$ cat config.mk
export PLATFORM = sky130hd
export DESIGN_NAME = despiked_ema_channel_filter_unit
export DESIGN_NICKNAME = d
export VERILOG_FILES = /design/src/dcf_pkg.sv /design/src/dcf_front.sv /design/src/dcf_queue.sv /design/src/dcf_back.sv /design/src/despiked_ema_channel_filter_unit.sv
export VERILOG_INCLUDE_DIRS = /design/src /design/src/src
export SDC_FILE = /design/constraint.sdc
export NUM_CORES = 1
export LEC_CHECK = 0
export BUFFER_PORTS_ARGS = -buffer_cell sky130_fd_sc_hd__buf_4
export CAP_MARGIN = 0
export CORE_UTILIZATION = 41
export CTS_CLUSTER_SIZE = 14
export DETAILED_ROUTE_END_ITERATION = 7
export SLEW_MARGIN = 20
export SYNTH_ARGS = -nofsm -noshare
export SYNTH_HDL_FRONTEND = slang
export SYNTH_HIERARCHICAL = 1
export SYNTH_SLANG_ARGS = --single-unit
$ cat constraint.sdc
create_clock -name clk -period 8.4 [get_ports clk]
set_input_delay 1.26 -clock clk [delete_from_list [all_inputs] [get_ports clk]]
set_output_delay 1.26 -clock clk [all_outputs]
set_load 0.005 [all_outputs]
$ cat src/assert_macros.svh
`ifndef ASSERT_MACROS_SVH
`define ASSERT_MACROS_SVH

// Property that must hold at every clock edge outside of reset.
`define DCF_ASSERT_RST(lbl, prop, msg) \
  lbl: assert property (@(posedge clk) disable iff (!rst_n) (prop)) else $error(msg);

// Property whose consequence is checked in the cycle after its trigger.
`define DCF_ASSERT_NXT(lbl, pre, post, msg) \
  lbl: assert property (@(posedge clk) disable iff (!rst_n) (pre) |=> (post)) else $error(msg);

`endif

$ cat src/dcf_pkg.sv
package dcf_pkg;

  localparam int CH_FIELD_W    = 4;
  localparam int SAMPLE_IN_W   = 16;
  localparam int SAMPLE_W      = 14;
  localparam int LIM_W         = 14;
  localparam int WIN_W         = 5;
  localparam int SMOOTH_W      = 22;
  localparam int CFG_W         = 14;
  localparam int CFG_IDX_W     = 2;

  localparam int CHANNELS_DEF  = 16;
  localparam int FRAC_BITS_DEF = 8;

  // Quotient bits produced per divider cycle.
  localparam int DIV_BITS      = 4;
  localparam int QUEUE_DEPTH   = 2;

  localparam logic [LIM_W-1:0] DESPIKE_RST = LIM_W'(2000);
  localparam logic [WIN_W-1:0] WINDOW_RST  = WIN_W'(5);
  localparam logic [LIM_W-1:0] UPPER_RST   = LIM_W'(10000);

  typedef enum logic [CFG_IDX_W-1:0] {
    REG_DESPIKE = 2'd0,
    REG_WINDOW  = 2'd1,
    REG_UPPER   = 2'd2
  } reg_idx_t;

  typedef enum logic [1:0] {
    ST_OK    = 2'd0,
    ST_RANGE = 2'd1,
    ST_SPIKE = 2'd2
  } status_t;

  typedef struct packed {
    logic [CH_FIELD_W-1:0]         channel;
    logic signed [SAMPLE_IN_W-1:0] sample;
  } in_item_t;

  typedef struct packed {
    logic [CH_FIELD_W-1:0] channel_echo;
    status_t               status;
    logic [SMOOTH_W-1:0]   smoothed;
  } out_item_t;

  typedef struct packed {
    logic [LIM_W-1:0] despike_limit;
    logic [WIN_W-1:0] smoothing_window;
    logic [LIM_W-1:0] upper_limit;
  } cfg_t;

  // Classified beat handed from the front to the back.
  typedef struct packed {
    logic                  in_range;
    logic [CH_FIELD_W-1:0] channel;
    logic [SAMPLE_W-1:0]   sample;
  } cls_item_t;

  typedef struct packed {
    logic push;
    logic pop;
    logic full;
    logic empty;
  } q_ctrl_t;

endpackage

$ cat src/dcf_front.sv
module dcf_front #(
  parameter int CHANNELS = dcf_pkg::CHANNELS_DEF
) (
  input  logic              in_valid,
  input  dcf_pkg::in_item_t in_data,
  input  dcf_pkg::cfg_t     cfg,
  input  logic              q_full,
  output logic              in_stall,
  output logic              push,
  output dcf_pkg::cls_item_t push_item
);

  logic positive;
  logic below_upper;
  logic ch_ok;

  // A positive sample has its sign bit clear and is not zero.
  assign positive    = !in_data.sample[dcf_pkg::SAMPLE_IN_W-1] && (in_data.sample != '0);
  assign below_upper = in_data.sample[dcf_pkg::SAMPLE_IN_W-2:0] <
                       (dcf_pkg::SAMPLE_IN_W-1)'(cfg.upper_limit);
  assign ch_ok       = int'(in_data.channel) < CHANNELS;

  assign in_stall = q_full;
  assign push     = in_valid && !q_full;

  assign push_item.in_range = positive && below_upper && ch_ok;
  assign push_item.channel  = in_data.channel;
  assign push_item.sample   = in_data.sample[dcf_pkg::SAMPLE_W-1:0];

endmodule

$ cat src/dcf_queue.sv
module dcf_queue (
  input  logic                clk,
  input  logic                rst_n,
  input  logic                push,
  input  dcf_pkg::cls_item_t  push_item,
  input  logic                pop,
  output logic                full,
  output logic                empty,
  output dcf_pkg::cls_item_t  head
);

  `include "assert_macros.svh"

  localparam int PTR_W = (dcf_pkg::QUEUE_DEPTH > 1) ? $clog2(dcf_pkg::QUEUE_DEPTH) : 1;
  localparam int CNT_W = $clog2(dcf_pkg::QUEUE_DEPTH + 1);

  dcf_pkg::cls_item_t entry_r [dcf_pkg::QUEUE_DEPTH];
  logic [PTR_W-1:0]   wr_ptr_r;
  logic [PTR_W-1:0]   rd_ptr_r;
  logic [CNT_W-1:0]   count_r;
  logic [CNT_W-1:0]   count_nxt;

  assign full  = (count_r == CNT_W'(dcf_pkg::QUEUE_DEPTH));
  assign empty = (count_r == '0);
  assign head  = entry_r[rd_ptr_r];

  always_comb begin
    count_nxt = count_r;
    if (push && !pop) begin
      count_nxt = count_r + CNT_W'(1);
    end else if (pop && !push) begin
      count_nxt = count_r - CNT_W'(1);
    end
  end

  always_ff @(posedge clk) begin
    if (!rst_n) begin
      wr_ptr_r <= '0;
      rd_ptr_r <= '0;
      count_r  <= '0;
    end else begin
      count_r <= count_nxt;
      if (push) begin
        wr_ptr_r <= (wr_ptr_r == PTR_W'(dcf_pkg::QUEUE_DEPTH - 1)) ? '0 : wr_ptr_r + PTR_W'(1);
      end
      if (pop) begin
        rd_ptr_r <= (rd_ptr_r == PTR_W'(dcf_pkg::QUEUE_DEPTH - 1)) ? '0 : rd_ptr_r + PTR_W'(1);
      end
    end
  end

  always_ff @(posedge clk) begin
    if (push) begin
      entry_r[wr_ptr_r] <= push_item;
    end
  end

  `DCF_ASSERT_RST(a_q_no_overflow, push |-> !full, "queue push while full")
  `DCF_ASSERT_RST(a_q_no_underflow, pop |-> !empty, "queue pop while empty")
  `DCF_ASSERT_NXT(a_q_drain, pop && !push && (count_r == CNT_W'(1)), empty, "queue not empty after last pop")

endmodule

$ cat src/dcf_back.sv
module dcf_back #(
  parameter int CHANNELS  = dcf_pkg::CHANNELS_DEF
) (
  input  logic                clk,
  input  logic                rst_n,
  input  dcf_pkg::cfg_t       cfg,
  input  logic                q_empty,
  input  dcf_pkg::cls_item_t  head,
  output logic                pop,
  output logic                out_valid,
  input  logic                out_stall,
  output dcf_pkg::out_item_t  out_data
);

  `include "assert_macros.svh"

  localparam int FRAC_BITS = dcf_pkg::FRAC_BITS_DEF;
  localparam int CH_W      = (CHANNELS > 1) ? $clog2(CHANNELS) : 1;
  localparam int AVG_W     = dcf_pkg::SAMPLE_W + FRAC_BITS;
  localparam int NUM_W     = AVG_W + dcf_pkg::WIN_W;
  localparam int DIV_STEPS = (NUM_W + dcf_pkg::DIV_BITS - 1) / dcf_pkg::DIV_BITS;
  localparam int NUM_PAD   = DIV_STEPS * dcf_pkg::DIV_BITS;
  localparam int STEP_W    = $clog2(DIV_STEPS + 1);
  localparam int WIN_W     = dcf_pkg::WIN_W;

  typedef enum logic [3:0] {
    S_IDLE = 4'b0001,
    S_CALC = 4'b0010,
    S_DIV  = 4'b0100,
    S_OUT  = 4'b1000
  } bstate_t;

  bstate_t state_r, state_nxt;

  logic [AVG_W-1:0]    avg_mem [CHANNELS];
  logic [CHANNELS-1:0] seen_r;

  logic [dcf_pkg::CH_FIELD_W-1:0] ch_r;
  logic [dcf_pkg::SAMPLE_W-1:0]   smp_r;
  logic [AVG_W-1:0]               avg_rd_r;
  logic                           seen_rd_r;
  logic [WIN_W-1:0]               w_r;
  logic [NUM_PAD-1:0]             quo_r;
  logic [WIN_W-1:0]               rem_r;
  logic [STEP_W-1:0]              step_r;
  logic [AVG_W-1:0]               res_r;
  dcf_pkg::status_t               status_r;
  logic                           out_valid_r;
  dcf_pkg::out_item_t             out_data_r;

  logic [CH_W-1:0]    head_idx;
  logic [CH_W-1:0]    idx;
  logic [AVG_W-1:0]   s_fx;
  logic [AVG_W-1:0]   avg;
  logic [AVG_W-1:0]   gap;
  logic [AVG_W-1:0]   limit_fx;
  logic               pass;
  logic [WIN_W-1:0]   w_eff;
  logic [NUM_W-1:0]   prod;
  logic [NUM_PAD-1:0] num;
  logic [NUM_PAD-1:0] quo_c;
  logic [WIN_W-1:0]   rem_c;
  logic               div_last;
  logic               out_load;
  logic               mem_we;
  logic [AVG_W-1:0]   mem_wdata;

  assign head_idx = CH_W'(head.channel);
  assign idx      = CH_W'(ch_r);

  assign s_fx     = AVG_W'(smp_r) << FRAC_BITS;
  assign avg      = seen_rd_r ? avg_rd_r : s_fx;
  assign gap      = (avg >= s_fx) ? (avg - s_fx) : (s_fx - avg);
  assign limit_fx = AVG_W'(cfg.despike_limit) << FRAC_BITS;
  assign pass     = gap < limit_fx;

  // A window of zero behaves as a window of one.
  assign w_eff = (cfg.smoothing_window == '0) ? WIN_W'(1) : cfg.smoothing_window;
  assign prod  = {{AVG_W{1'b0}}, w_eff - WIN_W'(1)} * {{WIN_W{1'b0}}, avg};
  assign num   = NUM_PAD'(prod) + NUM_PAD'(s_fx);

  // Restoring division, DIV_BITS quotient bits per cycle. The numerator
  // shifts out of the top of quo_r while quotient bits enter at the bottom.
  always_comb begin
    logic [WIN_W:0] t;
    rem_c = rem_r;
    quo_c = quo_r;
    t     = '0;
    for (int k = 0; k < dcf_pkg::DIV_BITS; k++) begin
      t     = {rem_c, quo_c[NUM_PAD-1]};
      quo_c = {quo_c[NUM_PAD-2:0], 1'b0};
      if (t >= {1'b0, w_r}) begin
        rem_c    = WIN_W'(t - {1'b0, w_r});
        quo_c[0] = 1'b1;
      end else begin
        rem_c = t[WIN_W-1:0];
      end
    end
  end

  assign div_last = (step_r == STEP_W'(DIV_STEPS - 1));
  assign out_load = (state_r == S_OUT) && (!out_valid_r || !out_stall);
  assign pop      = (state_r == S_IDLE) && !q_empty;

  // The seeding sample is stored at once, even if it is later rejected.
  assign mem_we    = ((state_r == S_CALC) && !seen_rd_r) || ((state_r == S_DIV) && div_last);
  assign mem_wdata = (state_r == S_DIV) ? AVG_W'(quo_c) : s_fx;

  always_comb begin
    state_nxt = state_r;
    unique case (state_r)
      S_IDLE: begin
        if (!q_empty) begin
          state_nxt = head.in_range ? S_CALC : S_OUT;
        end
      end
      S_CALC: state_nxt = pass ? S_DIV : S_OUT;
      S_DIV:  state_nxt = div_last ? S_OUT : S_DIV;
      S_OUT:  state_nxt = out_load ? S_IDLE : S_OUT;
      default: state_nxt = S_IDLE;
    endcase
  end

  always_ff @(posedge clk) begin
    if (!rst_n) begin
      state_r     <= S_IDLE;
      seen_r      <= '0;
      out_valid_r <= 1'b0;
    end else begin
      state_r <= state_nxt;
      if ((state_r == S_CALC) && !seen_rd_r) begin
        seen_r[idx] <= 1'b1;
      end
      if (out_load) begin
        out_valid_r <= 1'b1;
      end else if (!out_stall) begin
        out_valid_r <= 1'b0;
      end
    end
  end

  always_ff @(posedge clk) begin
    if (mem_we) begin
      avg_mem[idx] <= mem_wdata;
    end
    if (pop) begin
      avg_rd_r <= avg_mem[head_idx];
    end
  end

  always_ff @(posedge clk) begin
    if (pop) begin
      ch_r      <= head.channel;
      smp_r     <= head.sample;
      seen_rd_r <= seen_r[head_idx];
      status_r  <= dcf_pkg::ST_RANGE;
      res_r     <= '0;
    end
    if (state_r == S_CALC) begin
      w_r    <= w_eff;
      quo_r  <= num;
      rem_r  <= '0;
      step_r <= '0;
      if (!pass) begin
        status_r <= dcf_pkg::ST_SPIKE;
      end
    end
    if (state_r == S_DIV) begin
      quo_r  <= quo_c;
      rem_r  <= rem_c;
      step_r <= step_r + STEP_W'(1);
      if (div_last) begin
        status_r <= dcf_pkg::ST_OK;
        res_r    <= AVG_W'(quo_c);
      end
    end
    if (out_load) begin
      out_data_r.channel_echo <= ch_r;
      out_data_r.status       <= status_r;
      out_data_r.smoothed     <= dcf_pkg::SMOOTH_W'(res_r);
    end
  end

  assign out_valid = out_valid_r;
  assign out_data  = out_data_r;

  `DCF_ASSERT_RST(a_div_nonzero, (state_r == S_DIV) |-> (w_r != '0), "divider runs with zero divisor")
  `DCF_ASSERT_RST(a_zero_unless_ok, (out_valid_r && (out_data_r.status != dcf_pkg::ST_OK)) |-> (out_data_r.smoothed == '0), "nonzero average on a rejected beat")
  `DCF_ASSERT_NXT(a_seed_marks, (state_r == S_CALC) && !seen_rd_r, seen_r[idx], "seeded channel not marked as seen")

endmodule

$ cat src/despiked_ema_channel_filter_unit.sv
// Channel | Direction | Handshake           | Beat
// in      | input     | in_valid/in_stall   | channel, sample
// out     | output    | out_valid/out_stall | channel_echo, status, smoothed
// cfg     | input     | cfg_we              | cfg_index, cfg_data
//
// An accepted beat passes through the back end's idle, calc, divide and output
// states, the divide state running the shared 4-bit-per-cycle divider. A beat
// rejected as a spike skips the divide state and an out-of-range beat goes from
// idle straight to output. A two-entry queue takes new beats while the back end
// works or the output register waits on out_stall.
// Reset clears the seen flags and the queue and sets the configuration
// registers to their defaults at once; there is no clearing pass.
module despiked_ema_channel_filter_unit #(
  parameter int CHANNELS  = dcf_pkg::CHANNELS_DEF
) (
  input  logic                            clk,
  input  logic                            rst_n,
  input  logic                            in_valid,
  output logic                            in_stall,
  input  dcf_pkg::in_item_t               in_data,
  output logic                            out_valid,
  input  logic                            out_stall,
  output dcf_pkg::out_item_t              out_data,
  input  logic                            cfg_we,
  input  logic [dcf_pkg::CFG_IDX_W-1:0]   cfg_index,
  input  logic [dcf_pkg::CFG_W-1:0]       cfg_data
);

  dcf_pkg::cfg_t      cfg_r;
  dcf_pkg::cls_item_t push_item;
  dcf_pkg::cls_item_t head;
  dcf_pkg::q_ctrl_t   qc;

  always_ff @(posedge clk) begin
    if (!rst_n) begin
      cfg_r.despike_limit    <= dcf_pkg::DESPIKE_RST;
      cfg_r.smoothing_window <= dcf_pkg::WINDOW_RST;
      cfg_r.upper_limit      <= dcf_pkg::UPPER_RST;
    end else if (cfg_we) begin
      unique case (dcf_pkg::reg_idx_t'(cfg_index))
        dcf_pkg::REG_DESPIKE: cfg_r.despike_limit    <= cfg_data[dcf_pkg::LIM_W-1:0];
        dcf_pkg::REG_WINDOW:  cfg_r.smoothing_window <= cfg_data[dcf_pkg::WIN_W-1:0];
        dcf_pkg::REG_UPPER:   cfg_r.upper_limit      <= cfg_data[dcf_pkg::LIM_W-1:0];
        default: ;
      endcase
    end
  end

  dcf_front #(
    .CHANNELS(CHANNELS)
  ) u_front (
    .in_valid (in_valid),
    .in_data  (in_data),
    .cfg      (cfg_r),
    .q_full   (qc.full),
    .in_stall (in_stall),
    .push     (qc.push),
    .push_item(push_item)
  );

  dcf_queue u_queue (
    .clk      (clk),
    .rst_n    (rst_n),
    .push     (qc.push),
    .push_item(push_item),
    .pop      (qc.pop),
    .full     (qc.full),
    .empty    (qc.empty),
    .head     (head)
  );

  dcf_back #(
    .CHANNELS (CHANNELS)
  ) u_back (
    .clk      (clk),
    .rst_n    (rst_n),
    .cfg      (cfg_r),
    .q_empty  (qc.empty),
    .head     (head),
    .pop      (qc.pop),
    .out_valid(out_valid),
    .out_stall(out_stall),
    .out_data (out_data)
  );

endmodule

Yosys cells after proc, flatten, opt, wreduce, memory -nomap -nowiden
Memory sizes are Yosys's and may differ from the RTL's. A register that Yosys moved wholly into a read port is not among the register bits.
Cells that the tools add are included.
W data, S select, Z words.
{"block": "op_classes", "addsub": 13, "multipliers": 1, "n_lt_le_gt_ge": 10, "eq_ne": 10, "mux": 48, "bitwise": 1, "n_reduce_logical": 29}
{"cell": "$mux W22", "count": 6}
{"cell": "$mux W28", "count": 2}
{"cell": "$sub A22 B22 Y22", "count": 2}
{"cell": "$mux W5", "count": 7}
{"cell": "$add A27 B22 Y28", "count": 1}
{"cell": "$mul A5 B22 Y27", "count": 1}
{"cell": "$ge A6 B5 Y1", "count": 4}
{"cell": "$ge A22 B22 Y1", "count": 1}
{"cell": "$lt A22 B22 Y1", "count": 1}
{"cell": "$mux W4", "count": 5}
{"cell": "$sub A5 B5 Y5", "count": 4}
{"cell": "$mux W1", "count": 16}
{"cell": "$or A16 B16 Y16", "count": 1}
{"cell": "$pmux W4 S4", "count": 1}
{"cell": "$reduce_bool A16 Y1", "count": 1}
{"cell": "$lt A15 B14 Y1", "count": 1}
{"cell": "$mux W2", "count": 7}
{"cell": "$logic_and A1 B1 Y1", "count": 10}
{"cell": "$lt A4 B5 Y1 const B", "count": 2}
{"cell": "$logic_not A1 Y1", "count": 8}
{"cell": "$mux W3", "count": 2}
{"cell": "$reduce_and A2 Y1", "count": 3}
{"cell": "$logic_not A5 Y1", "count": 1}
{"cell": "$sub A5 B1 Y5 const B", "count": 1}
{"cell": "other kinds (19)", "count": 24}
{"block": "word_totals", "reg_bits": 170, "mem_bits_rw": 390, "inputBits": 41, "out_inout_bits": 30, "wordCells": 135, "mem_count": 2}
{"name": "u_back.avg_mem", "depth": 16, "word_bits": 22, "read_ports": 1, "rd_ports_with_merged_regs": 1, "wr": 1, "line": "dcf_back.sv:35", "source": "logic [AVG_W-1:0] avg_mem [CHANNELS];"}
{"name": "u_queue.entry_r", "depth": 2, "word_bits": 19, "read_ports": 1, "rd_ports_with_merged_regs": 1, "wr": 1, "line": "dcf_queue.sv:17", "source": "dcf_pkg::cls_item_t entry_r [dcf_pkg::QUEUE_DEPTH];"}

Depth between registers and ports, before layout
Gate-level depths: netlist (run 1).
{"block": "logic_depth", "word_depth": 10, "ltp_mapped": 34, "mapped_depth_nobuf": 33}

Hierarchy
The synthesis (run 1) kept the hierarchy.
{"mod": "dcf_back", "instances": 1, "cells_per_inst": 1689, "area_each_um2": 25001.5, "seq_area_each_um2": 14774.2}
{"mod": "dcf_queue", "instances": 1, "cells_per_inst": 81, "area_each_um2": 1590.3, "seq_area_each_um2": 1241.2}
{"mod": "despiked_ema_channel_filter_unit", "instances": 1, "cells_per_inst": 136, "area_each_um2": 1366.3, "seq_area_each_um2": 660.6}
{"mod": "dcf_front", "instances": 1, "cells_per_inst": 73, "area_each_um2": 533.0, "seq_area_each_um2": 0.0}

Worst setup path after synthesis (run 1)
Ideal clock, no wire load.
{"block": "synth_timing", "path_type": "register to register", "from": "register u_back.w_r[1]", "to": "register u_back.quo_r[0], data pin", "setup_time_ns": 0.256, "t_arrival_ns": 6.110, "required_time_ns": 8.144, "setup_slack_ns": 2.034, "path_stages_with_launch": 31, "n_path_buf": 1, "synth_period_minus_slack_ns": 6.366, "path_cell_list": "edfxtp_1 inv_1 fa_1 a21oi_1 o21ai_0 nor2_1 nor2_1 a21oi_1 inv_1 ha_1 a21bo_2 a21oi_1 o21a_1 o31a_1 buf_2 mux2i_1 ha_1 nor2b_1 o21ai_0 a31oi_1 a311oi_1 mux2i_4 nor2_1 a21oi_1 fa_1 a21o_1 a21oi_1 nand2_1 a21oi_1 a21oi_1 a41o_1"}
{"block": "synth_between", "elab_chain_cells": 9, "word_cells_on_any_way": 12, "classes_between": "3 x add/sub; 4 x order compare; 5 x mux"}
{"item": "start, declared", "line": "dcf_back.sv:42", "source": "logic [WIN_W-1:0] w_r;"}
{"item": "start signal, assigned", "line": "dcf_back.sv:160", "source": "w_r <= w_eff;"}
{"item": "$sub A5 B5 Y5 / $ge A6 B5 Y1 (equally long branches)", "line": "dcf_back.sv:93, dcf_back.sv:92"}
{"item": "$mux W5", "line": "dcf_back.sv:92", "source": "if (t >= {1'b0, w_r}) begin"}
{"item": "$sub A5 B5 Y5 / $ge A6 B5 Y1 (equally long branches)", "line": "dcf_back.sv:93, dcf_back.sv:92"}
{"item": "$mux W5", "line": "dcf_back.sv:92"}
{"item": "$sub A5 B5 Y5 / $ge A6 B5 Y1 (equally long branches)", "line": "dcf_back.sv:93, dcf_back.sv:92"}
{"item": "$mux W5", "line": "dcf_back.sv:92"}
{"item": "$ge A6 B5 Y1 *", "line": "dcf_back.sv:92"}
{"item": "$mux W1 *", "line": "dcf_back.sv:92"}
{"item": "$mux W28 *", "line": "dcf_back.sv:168", "source": "if (state_r == S_DIV) begin"}
{"item": "end signal, assigned", "line": "dcf_back.sv:161", "source": "quo_r <= num;"}
{"item": "end signal, assigned", "line": "dcf_back.sv:169", "source": "quo_r <= quo_c;"}
{"item": "end, declared", "line": "dcf_back.sv:43", "source": "logic [NUM_PAD-1:0] quo_r;"}
Mark *: on every way between the ends. The rest lies on a longest branch, timed or not.
A chain may end at the register's enable or synchronous reset.

Worst setup path after layout (run 1)
{"block": "layout_timing", "from": "register u_back.w_r[1]", "to": "register u_back.rem_r[4], data pin"}
{"block": "layout_between", "elab_chain_cells": 9, "word_cells_on_any_way": 13, "classes_between": "4 x add/sub; 4 x order compare; 5 x mux"}
{"item": "$sub A5 B5 Y5 / $ge A6 B5 Y1 (equally long branches)", "line": "dcf_back.sv:93, dcf_back.sv:92"}
{"item": "$mux W5", "line": "dcf_back.sv:92"}
{"item": "$sub A5 B5 Y5 / $ge A6 B5 Y1 (equally long branches)", "line": "dcf_back.sv:93, dcf_back.sv:92"}
{"item": "$mux W5", "line": "dcf_back.sv:92"}
{"item": "$sub A5 B5 Y5 / $ge A6 B5 Y1 (equally long branches)", "line": "dcf_back.sv:93, dcf_back.sv:92"}
{"item": "$mux W5", "line": "dcf_back.sv:92"}
{"item": "$sub A5 B5 Y5 / $ge A6 B5 Y1 (equally long branches)", "line": "dcf_back.sv:93, dcf_back.sv:92"}
{"item": "$mux W5 *", "line": "dcf_back.sv:92"}
{"item": "$mux W5 *", "line": "dcf_back.sv:168"}
{"item": "end signal, assigned", "line": "dcf_back.sv:170", "source": "rem_r <= rem_c;"}
{"item": "end, declared", "line": "dcf_back.sv:44", "source": "logic [WIN_W-1:0] rem_r;"}
Marked as above.

==> qor.txt, run 1 <==
Clock Latency Late Sink: 0.64 ns
clock root buffer: clkbuf_16
I/O Buffers: 70
Max Fclk: 134 MHz
Final ANT Viol Nets: 0
CTS Hold Bufs: 0
MaxCap Viol Count: 0
CTS tree: built
status: finished clean
core box area: 0.0687 sq mm
global route overflow: 0
crit start category: flop
Post-Synthesis Cells: 1979
num ports: 71
Setup-failing EPs final: 0
Post-Route WL: 67400 um
Peak VDD IR: 0.000188 V
Fin Hold WS: 0.432 ns
CP Class: reg2reg
Worst-Margin Slew: 1.03 ns
CP Capture Type: flop
number of post-CTS setup repair buffers: 0
final hold viol count: 0
FF/Latch Area: 0.0167 sq mm
Cell variety after synth: 86
Synth Warn #: 6
relative slew slack: 0.314
most area-consuming cells after synthesis: edfxtp_1 53%, mux4_2 9.1%, dfxtp_1 5.8%
# rows: 96
total power: 10900 uW
net count reported at finish: 2298
Mapped Avg Cell Area: 14.4 sq um
Starting Density: 0.415
Multi-input gate area: 0.0109 sq mm
post-synthesis sequential area ratio: 0.585
ys flop type: edfxtp_1
CTS buffer count: 59
routed vias: 16400
Tcrit/Tclk final: 0.891
hpwl dp: 43600 um
max-slew violations: 0
register bit total from synthesis: 583
clk sink count: 583
WL/cell: 22.2 um
routability cong.: 0.893
TNS Setup: 0 ns
Syn-to-layout area delta: 13.0%
cell mode on critical path: a21oi_1
post-synth top area share: 0.527
DRC Markers: 0
RSZ-0062 raised after global routing: no
skew final: 0.0198 ns
initial drt markers: 1229
die span in y: 266 um
syn_nets: 2218
Mapped Area: 0.0285 sq mm
CP top delay family: compound AO/OA/AOI/OAI gates
Post-synth EDFFs: 500
Worst Path Required: 8.78 ns
power density cells: 339 mW/mm^2
diodes inserted: 0
first-pass GRT wire length: 103000 um
initial antenna violation count: 1
area leader, netlist: edfxtp_1
filler cell count: 5971
worst-path fanout max: 10
Worst Path Buf+Inv: 2
Hold WC Path Type: reg2reg
Lkg Pwr: 0.0115 uW
CP max stage delay: 0.49 ns
largest net degree at the start of global routing: 73
Max clock buf depth: 3
Async SR Flop Fraction: 0
Reg clk slew, reported paths: 0.07 ns
fraction of layout cells with a size suffix above 1: 0.190
WP data arrival: 7.86 ns
CP max stage cell: fa_1
die area: 0.0705 sq mm
H-Tree Depth: 2
Die X: 266 um
drt pass-1 iters: 5
Tot GR Track Use: 0.195
min cycle time layout: 7.48 ns
Avg Vias per Cell: 5.38
vias in the first global route: 17100
post_cts resized: 0
[final timing paths]
kind / depth (start not counted) / to / from / slack, ns
setup / recovery: 30 / u_back/rem_r[4] / u_back/w_r[1] / 0.92
hold reg to reg: 0 / u_back/out_data[22] / u_back/status_r[0] / 0.43
setup reg to reg: 30 / u_back/rem_r[4] / u_back/w_r[1] / 0.92
hold / removal: 0 / u_back/out_data[22] / u_back/status_r[0] / 0.43
[state kept, by name (all words and copies together) (netlist names), named ones only]
register,count
u_queue/count_r,2
u_back/status_r,2
u_back/avg_mem,352
u_back/rem_r,5
u_back/res_r,22
u_back/avg_rd_r,22
cfg_r,33
u_back/quo_r,28
u_back/seen_rd_r,1
u_back/out_valid,1
u_back/smp_r,14
u_back/step_r,3
u_queue/wr_ptr_r,1
u_back/ch_r,4
u_queue/entry_r,38
u_back/state_r,4
u_back/seen_r,16
u_back/out_data,28
u_back/w_r,5
u_queue/rd_ptr_r,1
[cell families after synthesis]
family / share of synthesized area
XOR/XNOR: 0.0154
buffers and inverters: 0.0372
AO/OA/AOI/OAI: 0.0661
AND/OR/NAND/NOR: 0.0724
multiplexers: 0.116
flip-flops: 0.585
adder cells (fa/ha/maj): 0.108
[where the power goes]
| group | switching (uW) | total [uW] | internal, uW | leakage [uW] |
|---|---|---|---|---|
| clock | 1110 | 2690 | 1580 | 0.000974 |
| combinational | 2610 | 4490 | 1880 | 0.00565 |
| sequential | 155 | 3720 | 3570 | 0.00490 |
| total | 3880 | 10900 | 7030 | 0.0115 |
[routing by layer]
layer  global-route usage  up-vias  wire length, um
met1                0.246     8451            27700
met3               0.0214       79             3010
met5                    0        -                0
li1                     -     7439                -
met2                0.348      391            35000
met4               0.0631        0             1770
[final cells by class]
class                      count  area share
tap                          931      0.0362
sequential                   583       0.518
clock inverter                38      0.0134
inverter                     158      0.0184
clock buffer                  74      0.0489
multi-input combinational   1141       0.338
timing repair buffer         116      0.0274
[cells in the final DEF (no fill, tap or decap), types with 38 or more instances in the layout]
| cell type | Yosys | layout |
|---|---|---|
| dfxtp_1 | 83 | 83 |
| nor2_1 | 138 | 124 |
| fa_1 | 80 | 80 |
| ha_1 | 118 | 118 |
| nand2_1 | 159 | 159 |
| buf_4 | 23 | 115 |
| inv_1 | 158 | 158 |
| o21ai_0 | 62 | 62 |
| edfxtp_1 | 500 | 500 |
| mux4_2 | 115 | 115 |
| o21a_1 | 38 | 38 |
| a21oi_1 | 61 | 59 |
| clkbuf_16 | 0 | 60 |
[cell usage after synthesis (3+ instances only)]
master / number
a211oi_1: 5
a21o_1: 29
a21oi_1: 61
a22o_1: 21
a31o_2: 4
a31oi_1: 6
and2_1: 12
and4_1: 4
buf_1: 15
buf_2: 8
buf_4: 23
clkbuf_1: 50
dfxtp_1: 83
edfxtp_1: 500
fa_1: 80
ha_1: 118
inv_1: 158
mux2_2: 29
mux2i_1: 34
mux4_2: 115
nand2_1: 159
nand2b_1: 11
nand3_1: 18
nand3b_1: 5
nand4_1: 7
nand4b_1: 3
nor2_1: 138
nor2b_1: 26
nor3_1: 19
nor3b_1: 3
nor4_1: 6
o211ai_1: 6
o21a_1: 38
o21ai_0: 62
o31ai_1: 3
or2_2: 3
or3_1: 7
xnor2_1: 26
xor2_1: 24
[through the flow]
stage / util / cell area [sq um] / cells / setup slack (ns)
2_1_floorplan: - / 28500 / 1979 / 2.03
3_3_place_gp: 0.439 / 30200 / 2929 / 0.945
3_5_place_dp: 0.439 / 30200 / 2929 / 0.763
4_1_cts: 0.468 / 32200 / 3041 / 0.735
5_1_grt: 0.468 / 32200 / 3041 / 0.267
6_report: 0.468 / 32200 / 3041 / 0.915
[worst reg2reg max path, delay by kind of cell (launching register included)]
family | cells | cell delay [ns]
compound gates | 14 | 3.11
buf+inv | 2 | 0.30
flops | 1 | 0.46
simple gates | 7 | 1.05
mux | 3 | 0.76
fa+ha+maj | 4 | 1.56
Power figures use the tool's default switching activity.
==> run 2: changes to the inputs <==
ABC_AREA = 1   (was unset)
==> run 2 against run 1 <==
Effect of this change:
- clock power decreased by 4%
- die area up 4.5%
- register-to-register slack improved by 0.14 ns
- non-clock buffer count decreased by 3
- synthesized cell count is 41% higher
- sequential cell count stayed put
- maximum frequency up 1.9%
- first-iteration DRC count up 54%
- utilization fell by 0.49 points
- setup slack improved by 0.14 ns
- worst hold slack lost 0.00064 ns
- critical path type unchanged
- critical endpoint is now u_back/avg_mem[11][0]
- largest power group unchanged
- highest routed layer unchanged
==> qor.txt, run 2 <==
MaxCap Viol Count: 0
Top Registers: u_back/avg_mem x352, u_queue/entry_r x38, cfg_r x33
number of flip-flops in the largest register: 352
Post-synth EDFFs: 500
RSZ-0062 raised after global routing: no
count leader, synth: edfxtp_1
Combinational Power Share: 0.511
core box area: 0.0717 sq mm
Clock Latency Late Sink: 0.65 ns
global route overflow: 0
fraction of layout cells with a size suffix above 1: 0.102
number of post-CTS setup repair buffers: 0
area leader, netlist: edfxtp_1
# rows: 98
clock root buffer: clkbuf_16
DRC Markers: 0
Syn-to-layout area delta: 11.6%
Starting Density: 0.415
Tot GR Track Use: 0.207
relative slew slack: 0.276
most area-consuming cells after synthesis: edfxtp_1 50%, dfxtp_1 5.6%, fa_1 5.4%
Max Fclk: 136 MHz
die span in y: 272 um
Max clock buf depth: 3
WP data arrival: 7.63 ns
switching power: 5710 uW
Lkg Pwr: 0.0133 uW
final hold viol count: 0
placed cells: 3711
crit start category: flop
filler cell count: 6572
ys flop type: edfxtp_1
Biggest register: u_back/avg_mem
min cycle time layout: 7.35 ns
hpwl dp: 51300 um
register bit total from synthesis: 583
power density cells: 396 mW/mm^2
register share of total power: 0.293
routed vias: 20400
Worst Path Required: 8.69 ns
CP max stage delay: 0.54 ns
Cell variety after synth: 56
Mapped Avg Cell Area: 10.7 sq um
Die X: 272 um
post-synth top area share: 0.504
most common cell after layout, fill and taps aside: edfxtp_1
net count reported at finish: 3062
Post-Route WL: 77200 um
Tcrit/Tclk final: 0.875
CP max stage cell: fa_1
commonest non-fill, non-tap cells in the layout: 500 x edfxtp_1, 380 x inv_1, 341 x nand2_1, 224 x o21ai_0, 211 x nor2_1
Avg Vias per Cell: 5.33
post-synthesis sequential area ratio: 0.560
clk sink count: 583
Worst-Margin Slew: 1.08 ns
clock network power share: 0.196
Post-Synthesis Cells: 2782
H-Tree Depth: 2
cell mode on critical path: inv_1
Worst Path Buf+Inv: 5
post_cts resized: 0
skew final: 0.0394 ns
Synth Warn #: 6
I/O Buffers: 70
syn_nets: 3021
worst-path fanout max: 16
Cell Int Power: 7440 uW
Switching Share: 0.434
TNS Setup: 0 ns
initial antenna violation count: 0
largest net degree at the start of global routing: 194
CTS buffer count: 60
Hold WC Path Type: reg2reg
initial drt markers: 1894
Final ANT Viol Nets: 0
drt pass-1 iters: 6
num ports: 71
diodes inserted: 0
CP top delay family: compound AO/OA/AOI/OAI gates
WL/cell: 20.2 um
max-slew violations: 0
CP Class: reg2reg
Mapped Area: 0.0298 sq mm
Setup-failing EPs final: 0
CTS Hold Bufs: 0
Post-synth top cells: 500 x edfxtp_1, 380 x inv_1, 341 x nand2_1, 229 x o21ai_0, 215 x nor2_1
status: finished clean
Async SR Flop Fraction: 0
Peak VDD IR: 0.000285 V
first-pass GRT wire length: 117000 um
die area: 0.0738 sq mm
Finished Layout Cells: 3824
CTS tree: built
CP Capture Type: flop
vias in the first global route: 19800
routability cong.: 0.932
Reg clk slew, reported paths: 0.06 ns
## run 2: changes by cell type after synthesis, moves of 34 or more
cell	change
mux2i_1	+56
nand3_1	+93
o21a_1	-34
o211ai_1	+85
mux4_2	-115
nor2_1	+77
o21ai_0	+167
inv_1	+222
a21oi_1	+136
nand2_1	+182
## run 2: cell families (layout without fill, tap and decap cells)
group | count (synthesis) | in the layout | synth area share
AOI/OAI and AO/OA | 574 | 574 | 0.108
xor gates and xnor gates | 34 | 34 | 0.00999
and+or+nand+nor | 764 | 764 | 0.110
muxes | 109 | 109 | 0.0387
DFF | 583 | 583 | 0.560
adders and majority gates | 198 | 198 | 0.103
buffers and inverters | 520 | 612 | 0.0706
## run 2: through the flow
stage / total power (uW) / instance area (sq um) / worst slack, ns / hold WS (ns) / util
detailed placement: 10500 / 31300 / 0.977 / 0.420 / 0.437
global route: 14100 / 33300 / 0.416 / 0.443 / 0.464
floorplan: 8700 / 29800 / 2.36 / 0.403 / -
global placement: 10500 / 31300 / 1.17 / 0.426 / 0.436
CTS: 13200 / 33200 / 0.947 / 0.435 / 0.463
finish: 13200 / 33300 / 1.05 / 0.431 / 0.464
## run 2: worst paths after layout
kind | end | slack, ns | start | cells after the start
worst max-delay path | u_back/avg_mem[11][0] | 1.05 | u_back/w_r[1] | 29
worst min-delay path | u_back/out_data[23] | 0.43 | u_back/status_r[1] | 0
worst min register to register | u_back/out_data[23] | 0.43 | u_back/status_r[1] | 0
worst max register to register | u_back/avg_mem[11][0] | 1.05 | u_back/w_r[1] | 29
## run 2: final cells by class
cell class                      instances  area [sq um]  share of cell area
Timing Repair Buffer                  113           861              0.0259
Clock inverter                         34           337              0.0101
Clock buffer                           79          1580              0.0476
Tap cell                              950          1190              0.0357
Inverter                              386          1450              0.0437
Multi-Input combinational cell       1679         11200               0.335
Sequential cell                       583         16700               0.502
## run 2: power groups by stage
stage                     Combinational [uW]  Clock (uW)  Sequential, uW
after detailed placement                6620           0            3920
final                                   6720        2580            3860
after global placement                  6550           0            3920
after global routing                    7530        2740            3880
after floorplan                         4880           0            3820
after CTS                               6690        2640            3860
## run 2: layer usage
metal | routed length [um] | track usage | vias to the layer above | part of all wire
met5 | 0 | 0 | - | 0
met4 | 1450 | 0.0491 | 0 | 0.019
met3 | 4440 | 0.0236 | 92 | 0.058
met2 | 36800 | 0.344 | 599 | 0.48
met1 | 34400 | 0.290 | 10100 | 0.45
li1 | - | - | 9635 | -
==> run 3: changes to the inputs <==
SYNTH_HIERARCHICAL = unset   (was 1)
==> run 3 against run 2 <==
Effect of this change:
- die area down 0.32%
- register-to-register slack better by 0.62 ns
- sequential power barely moved
- synthesized cell count rose by 2.7%
- critical path depth decreased by 2
- global-route usage increased by 0.31 points
- maximum frequency increased by 9.1%
- sequential share of layout area decreased by 0.42 points
- non-clock buffer count increased by 9
- design area is 0.85% higher
- clock skew rose by 0.012 ns
- area after synthesis fell by 0.32%
==> qor.txt, run 3 <==
status: finished clean
initial drt markers: 1841
reg2reg end: u_back.quo_r[22]
initial antenna violation count: 5
Biggest register: u_back.avg_mem
CP top delay family: adder cells
clock root buffer: clkbuf_16
Tcrit/Tclk final: 0.801
crit path launch: cfg_r[16]
Tot GR Track Use: 0.210
net count reported at finish: 3160
skew final: 0.0516 ns
drt pass-1 iters: 6
RSZ-0062 raised after global routing: no
relative slew slack: 0.226
CP max stage cell: xnor2_1
num ports: 71
Setup-failing EPs final: 0
post_cts resized: 0
Avg Vias per Cell: 5.29
largest net degree at the start of global routing: 242
cell mode on critical path: inv_1
final hold viol count: 0
Worst Path Required: 8.77 ns
Post-synth top cells: 500 x edfxtp_1, 448 x inv_1, 349 x nand2_1, 259 x o21ai_0, 238 x a21oi_1
Starting Density: 0.415
Post-Route WL: 77600 um
die area: 0.0735 sq mm
first-pass GRT wire length: 119000 um
Post-synth EDFFs: 500
hpwl dp: 52800 um
WL/cell: 19.8 um
max-slew violations: 0
Hold WC Path Type: reg2reg
# rows: 98
CTS buffer count: 61
crit start category: flop
Top Registers: u_back.avg_mem x352, u_queue.entry_r x38, cfg_r x33
ys flop type: edfxtp_1
H-Tree Depth: 2
CTS tree: built
worst-path fanout max: 24
WP data arrival: 7.10 ns
DRC Markers: 0
Syn-to-layout area delta: 12.9%
Final ANT Viol Nets: 0
min cycle time layout: 6.73 ns
most common cell after layout, fill and taps aside: edfxtp_1
number of post-CTS setup repair buffers: 0
routed vias: 20700
CP max stage delay: 0.79 ns
Post-Synthesis Cells: 2856
most area-consuming cells after synthesis: edfxtp_1 51%, inv_1 5.7%, dfxtp_1 5.6%
clk sink count: 583
Reg clk slew, reported paths: 0.07 ns
Max Fclk: 149 MHz
Synth Warn #: 0
Worst Path Buf+Inv: 7
Worst Reg2Reg Path Length in Cells: 27
die span in y: 271 um
fraction of layout cells with a size suffix above 1: 0.111
CP Class: reg2reg
core box area: 0.0716 sq mm
Cell variety after synth: 59
Mapped Area: 0.0297 sq mm
worst r2r src: cfg_r[16]
routability cong.: 0.898
Mapped Avg Cell Area: 10.4 sq um
Async SR Flop Fraction: 0
register bit total from synthesis: 583
vias in the first global route: 20600
number of flip-flops in the largest register: 352
CTS Hold Bufs: 0
Peak VDD IR: 0.000239 V
FF/Latch Area: 0.0167 sq mm
Die X: 271 um
post-synth top area share: 0.506
Worst-Margin Slew: 1.16 ns
CP Capture Type: flop
TNS Setup: 0 ns
Multi-input gate area: 0.0109 sq mm
Lkg Pwr: 0.0135 uW
MaxCap Viol Count: 0
area leader, netlist: edfxtp_1
final core utilization: 0.468
R2R setup slack: 1.67 ns
I/O Buffers: 70
global route overflow: 0
power density cells: 404 mW/mm^2
count leader, synth: edfxtp_1
instance count on the critical path: 27
post-synthesis sequential area ratio: 0.561
syn_nets: 3095
Clock Latency Late Sink: 0.66 ns
Setup crit end: u_back.quo_r[22]
commonest non-fill, non-tap cells in the layout: 500 x edfxtp_1, 447 x inv_1, 349 x nand2_1, 253 x o21ai_0, 237 x a21oi_1
filler cell count: 6579
Max clock buf depth: 3
-- run 3: final cells by class --
type	count	share of cell area
well taps	950	0.0354
multi-input cells	1694	0.325
diodes	1	0.0000746
inverters	459	0.0518
clock buffers	77	0.0488
clock inverters	38	0.0139
flip-flops and latches	583	0.497
repair buffers	122	0.0277
-- run 3: how the worst min path moves through the flow --
stage                       start             endpoint  cells after the start
2_1_floorplan  u_back.status_r[0]  u_back.out_data[22]                      0
3_3_place_gp     u_back.res_r[17]  u_back.out_data[17]                      0
3_5_place_dp     u_back.res_r[13]  u_back.out_data[13]                      0
4_1_cts           u_back.res_r[4]   u_back.out_data[4]                      0
5_1_grt           u_back.res_r[0]   u_back.out_data[0]                      0
6_report          u_back.res_r[4]   u_back.out_data[4]                      0
-- run 3: worst reg2reg max path, delay by kind of cell (launching register included) --
| kind | cells | cell delay [ns] |
|---|---|---|
| and+or+nand+nor | 11 | 1.45 |
| xor gates and xnor gates | 1 | 0.79 |
| AOI/OAI and AO/OA | 3 | 0.44 |
| buffers and inverters | 7 | 1.27 |
| DFF | 1 | 0.36 |
| adders and majority gates | 5 | 2.14 |
-- run 3: logic make-up (layout without fill, tap and decap cells) --
family,count (synthesis),in the layout,synth area share
and+or+nand+nor,784,784,0.116
buffers and inverters,579,696,0.0758
other,0,1,0
adders and majority gates,198,198,0.104
xor gates and xnor gates,35,35,0.0103
muxes,19,19,0.00704
AOI/OAI and AO/OA,658,658,0.126
DFF,583,583,0.561
-- run 3: through the flow --
stage	power, uW	instances	worst slack [ns]	hold slack [ns]	area (sq um)
after floorplan	8860	2856	2.76	0.403	29700
after global placement	10700	3808	2.02	0.423	31400
after detailed placement	10800	3808	1.76	0.422	31400
after CTS	13600	3923	1.75	0.433	33500
after global routing	14600	3923	1.24	0.443	33500
final	13600	3924	1.67	0.430	33500
-- run 3: where the power goes --
group	leakage (uW)	internal, uW	switching [uW]
Sequential	0.00506	3680	190
Clock	0.00102	1630	1150
Combinational	0.00739	2340	4570
Total	0.0135	7650	5910
-- run 3: layer usage --
metal  vias up  routed length [um]  GRT usage
met5         -                   0          0
met4         0                2330     0.0693
met3       131                4530     0.0314
met2       592               35300      0.335
met1     10100               35500      0.295
li1       9920                   -          -
